<file path="src/design/irtx_pkg.sv">
`timescale 1ns / 1ps

package irtx_pkg;

    typedef enum logic [1:0] {
        ACT_CLEAR  = 2'd0,
        ACT_APPEND = 2'd1,
        ACT_START  = 2'd2,
        ACT_TICK   = 2'd3
    } action_t;

    localparam logic [7:0] HALF_PERIOD_RESET = 8'd13;
    localparam int         PHASE_W           = 9;

    // controller to datapath
    typedef struct packed {
        logic accept;
        logic len_step;
        logic settle_step;
        logic check_step;
        logic emit;
    } ctrl_cmd_t;

    // datapath to controller
    typedef struct packed {
        logic in_live_tick;
        logic in_short;
        logic len_to_settle;
        logic settle_end;
        logic check_more;
        logic out_full;
    } ctrl_stat_t;

endpackage

</file>
<file path="src/design/irtx_ctrl.sv">
`timescale 1ns / 1ps

module irtx_ctrl (
    input  logic                  aclk,
    input  logic                  aresetn,
    input  logic                  s_tvalid,
    output logic                  s_tready,
    input  irtx_pkg::ctrl_stat_t  stat,
    output irtx_pkg::ctrl_cmd_t   cmd
);

    typedef enum logic [2:0] {
        S_IDLE,
        S_LEN,
        S_SETTLE,
        S_CHECK,
        S_EMIT
    } state_t;

    state_t state_reg;
    state_t state_next;

    always_comb begin
        state_next = state_reg;
        case (state_reg)
            S_IDLE: begin
                if (s_tvalid) begin
                    if (stat.in_live_tick) begin
                        state_next = S_SETTLE;
                    end else if (stat.in_short) begin
                        state_next = S_EMIT;
                    end else begin
                        state_next = S_LEN;
                    end
                end
            end
            S_LEN:    state_next = stat.len_to_settle ? S_SETTLE : S_EMIT;
            S_SETTLE: state_next = stat.settle_end ? S_EMIT : S_CHECK;
            S_CHECK:  state_next = stat.check_more ? S_SETTLE : S_EMIT;
            S_EMIT: begin
                if (!stat.out_full) begin
                    state_next = S_IDLE;
                end
            end
            default:  state_next = S_IDLE;
        endcase
    end

    always_ff @(posedge aclk) begin
        if (!aresetn) begin
            state_reg <= S_IDLE;
        end else begin
            state_reg <= state_next;
        end
    end

    assign s_tready        = (state_reg == S_IDLE);
    assign cmd.accept      = (state_reg == S_IDLE) && s_tvalid;
    assign cmd.len_step    = (state_reg == S_LEN);
    assign cmd.settle_step = (state_reg == S_SETTLE);
    assign cmd.check_step  = (state_reg == S_CHECK);
    assign cmd.emit        = (state_reg == S_EMIT) && !stat.out_full;

endmodule

</file>
<file path="config.mk">
export PLATFORM = sky130hd
export DESIGN_NAME = irtx_ctrl
export DESIGN_NICKNAME = d
export VERILOG_FILES = /design/src/design/irtx_pkg.sv /design/src/design/irtx_ctrl.sv
export SDC_FILE = /design/constraint.sdc
export NUM_CORES = 1
export LEC_CHECK = 0
export ABC_AREA = 0
export BUFFER_PORTS_ARGS = -buffer_cell sky130_fd_sc_hd__buf_2
export CAP_MARGIN = 20
export CORE_AREA = 2 2 39 41
export CTS_BUF_LIST = sky130_fd_sc_hd__clkbuf_8
export CTS_CLUSTER_DIAMETER = 200
export DETAILED_ROUTE_END_ITERATION = 10
export DIE_AREA = 0 0 41 43
export MAX_ROUTING_LAYER = met4
export PLACE_DENSITY = 0.4
export SYNTH_ARGS = -nofsm -noshare
export SYNTH_HDL_FRONTEND = slang
export SYNTH_SLANG_ARGS = --single-unit
</file>
<file path="constraint.sdc">
create_clock -name aclk -period 2.6 [get_ports aclk]
set_input_delay 0.52 -clock aclk [delete_from_list [all_inputs] [get_ports aclk]]
set_output_delay 0.52 -clock aclk [all_outputs]
set_load 0.02 [all_outputs]
</file>
; Yosys cells after proc, flatten, opt, wreduce, memory -nomap -nowiden
; Cells that the tools add are included.
[word_totals]
register_bits = 3
output_inout_bits = 6
elab_cells = 20
[op_classes]
eq_ne = 6
muxes = 8
reduce_logical = 5
[ops]
columns = cell, count
row1 = $mux W3, 7
row2 = $pmux W3 S5, 1
row3 = $eq A3 B2 Y1 const B, 2
row4 = $ne A2 B2 Y1 const B, 2
row5 = $eq A3 B1 Y1 const B, 1
row6 = $eq A3 B3 Y1 const B, 1
row7 = $logic_not A3 Y1, 1
row8 = $logic_and A1 B1 Y1, 2
row9 = $reduce_and A2 Y1, 1
row10 = $logic_not A1 Y1, 1

; Depth between registers and ports, before layout
[logic_depth]
depth_word = 4
mapped_depth = 4
ltp_nobuf = 4

; Least setup slack after synthesis
; No wires, ideal clock.
[synth_path]
path_type = register to output
from = register state_reg[1]
to = output cmd[4] in the netlist's numbering
arrival_time_ns = 1.341
required_time_ns = 2.080
path_slack_ns = 0.739
stages_incl_launch_ff = 4
path_buffers = 1
path_cell_list = dfxtp_1 buf_2 nor3_1 and2_1
[synth_lines]
columns = item, line_no
row1 = start: declaration, irtx_ctrl.sv:20  ; state_t state_reg;
row2 = start signal: assignment, irtx_ctrl.sv:53  ; state_reg <= state_next;
row3 = end: declaration, irtx_ctrl.sv:9  ; output irtx_pkg::ctrl_cmd_t cmd

==> flow_summary.json <==
{
  "outcome": "finished, final reports clean",
  "place.gp.congestion": 0.587,
  "p_int_mw": 0.178,
  "holdCritPathClass": "primary input to register",
  "vias": 287,
  "ys_types": 20,
  "timing.final.crit_share_pct": 68.3,
  "multi_input_area_um2": 163,
  "nets": 58,
  "fp.coreArea_um2": 1380,
  "dieArea_um2": 1760,
  "finalSetupTns_ps": 0,
  "cts_buffers": 3,
  "root_buffer": "clkbuf_8",
  "r2r-start": "state_reg[0]",
  "skew_ps": 0.126,
  "dieHeight_um": 43,
  "clock_sinks": 3,
  "ant_nets": 0,
  "post_cts_buffers": 0,
  "grt_pass1_wl_um": 993,
  "slew_headroom_pct": 73.0,
  "max_freq_ghz": 0.563,
  "grt_usage_pct": 8.84,
  "routed_wl_um": 615,
  "critPathTopFamily": "flip-flops",
  "largest_reg_flops": 3,
  "cts_max_path_buffers": 2,
  "port_buffers": 14,
  "drive_above_1_share_pct": 39.6,
  "utilization_pct": 26.7,
  "crit_required_ps": 2080,
  "r2r-end": "state_reg[2]",
  "seqCellArea_um2": 60.1,
  "p_per_area_nw_per_um2": 679,
  "grt.overflow.total": 0,
  "antenna_found_initial": 0,
  "grt_start_max_net_pins": 14,
  "ys_seq_elements": 3,
  "hold_start": "aresetn",
  "layout_common_cells": "14 x buf_2, 4 x inv_1",
  "worst_ep_arrival_time_ps": 1260,
  "syn_nets": 41,
  "grt_pass1_vias": 251,
  "vias_per_cell": 4.48,
  "ff2ff_setup_slack_ps": 1350,
  "cts_hold_buf": 0,
  "drt_iter0_drc": 1,
  "crit_slowest_cell": "dfxtp_1",
  "placed_cell_area_um2": 324,
  "max-cap-violations": 0,
  "worstMarginPinSlew_ps": 404,
  "synth_cells": 32,
  "num_rows": 14,
  "whs_endpoint": "state_reg[2]",
  "diodes": 0,
  "synthesis.area_um2": 246,
  "h-tree-depth": 1,
  "path_max_fanout": 7,
  "clk_pin_slew_worst_paths_ps": 30,
  "yosys_warnings": 0,
  "critPathBufInv": 2,
  "p_clk_share_pct": 51.9,
  "power_frac_comb_pct": 23.2,
  "post-dp-hpwl_um": 480,
  "vdd_drop_max_mv": 0.227,
  "finalCriticalPeriod_ps": 1780,
  "fin_area_um2": 369,
  "maxSlewViolCount": 0,
  "max_stage_delay_ps": 450,
  "die_x_um": 41,
  "area.growth.synth_to_final_pct": 49.7,
  "ctsResizeCount": 0,
  "ys_seq_area_share_pct": 24.4,
  "rr_worst_depth": 3,
  "seqPwrFrac_pct": 24.9,
  "num_io_pins": 15,
  "crit_type": "register to output pin",
  "finalSetupViolations": 0,
  "leakagePower_nw": 0.185,
  "crit_chain": "inv_1 > nor4_1 > buf_2",
  "fillers": 164,
  "wl_per_cell_um": 9.61,
  "final_common_cell": "buf_2",
  "cp-end-kind": "output pin",
  "dr.pass1.iters": 2,
  "start_util_pct": 17.8,
  "holdPathStages": 2,
  "critPathLaunchType": "register",
  "p_switching_mw": 0.0726,
  "synth_area_per_cell_um2": 7.70,
  "drc_errors": 0,
  "cts_tree": "yes",
  "rsz0062_at_grt": "false",
  "cp.depth": 3,
  "final_hold_viol_count": 0,
  "sw_frac_of_total_pct": 28.9,
  "clk_latency_ps": 210
}
==> worst register-to-register path, delay by kind of cell (launching register included) <==
family,cells,cell delay [ps]
flip-flops,1,550
multiplexers,1,350
AO/OA/AOI/OAI,2,290
==> kinds of logic after synthesis <==
family,synth area share (%)
buffers and inverters,9.64
and+or+nand+nor,34.5
muxes,6.09
AOI/OAI and AO/OA,25.4
DFF,24.4
==> through the flow <==
| step | hold slack, ps | worst slack, ps | total power [mW] | instances |
|---|---|---|---|---|
| after floorplan | 508 | 739 | 0.102 | 32 |
| after global placement | 592 | 1040 | 0.123 | 60 |
| after detailed placement | 589 | 1050 | 0.122 | 60 |
| after CTS | 567 | 817 | 0.253 | 64 |
| after global routing | 572 | 720 | 0.270 | 64 |
| final | 563 | 824 | 0.251 | 64 |
==> power groups by stage <==
| stage | Sequential [mW] | Combinational, mW | Clock (mW) |
|---|---|---|---|
| 6_report | 0.0624 | 0.0582 | 0.130 |
| 5_1_grt | 0.0638 | 0.0646 | 0.141 |
| 4_1_cts | 0.0623 | 0.0593 | 0.131 |
| 3_5_place_dp | 0.0630 | 0.0593 | 0 |
| 3_3_place_gp | 0.0630 | 0.0596 | 0 |
| 2_1_floorplan | 0.0555 | 0.0464 | 0 |
==> worst max path at each step <==
| stage | slack (ps) | startpoint | end |
|---|---|---|---|
| final | 820 | state_reg[2] | cmd[0] |
| after global placement | 1040 | state_reg[2] | cmd[0] |
| after detailed placement | 1050 | state_reg[2] | cmd[0] |
| after CTS | 820 | state_reg[1] | cmd[2] |
| after floorplan | 740 | state_reg[1] | cmd[4] |
| after global routing | 720 | state_reg[1] | cmd[2] |
==> synthesized netlist by cell type <==
cell type	number	area share (%)
nor4_1	1	2.5
nor2b_1	1	2.5
dfxtp_1	3	24
nor2_1	1	1.5
mux2_4	1	6.1
buf_4	1	3.0
o211a_1	1	4.1
buf_2	1	2.0
a211oi_1	1	3.0
o21ai_0	2	4.1
and3_1	2	5.1
nor3_1	3	6.1
and2_1	1	2.5
nor4b_2	1	6.1
o2111a_1	1	4.6
o32ai_1	1	3.6
a21oi_1	3	6.1
inv_1	3	4.6
nor4b_1	1	3.6
nand2_1	3	4.6
==> final cells by class <==
type | instances | area share [%]
inverter | 3 | 3.05
clock buffer | 3 | 11.2
multi-input combinational | 24 | 44.1
tap | 16 | 5.42
sequential | 3 | 16.3
clock inverter | 1 | 1.02
timing repair buffer | 14 | 19.0
==> layer usage <==
metal / global-route usage, % / share of wire, % / up-vias
met5: - / 0 / -
met4: 8.00 / 0 / 0
met3: 3.14 / 5.2 / 0
met2: 12.2 / 52 / 6
met1: 9.29 / 42 / 130
li1: - / - / 151
Power figures use the tool's default switching activity.
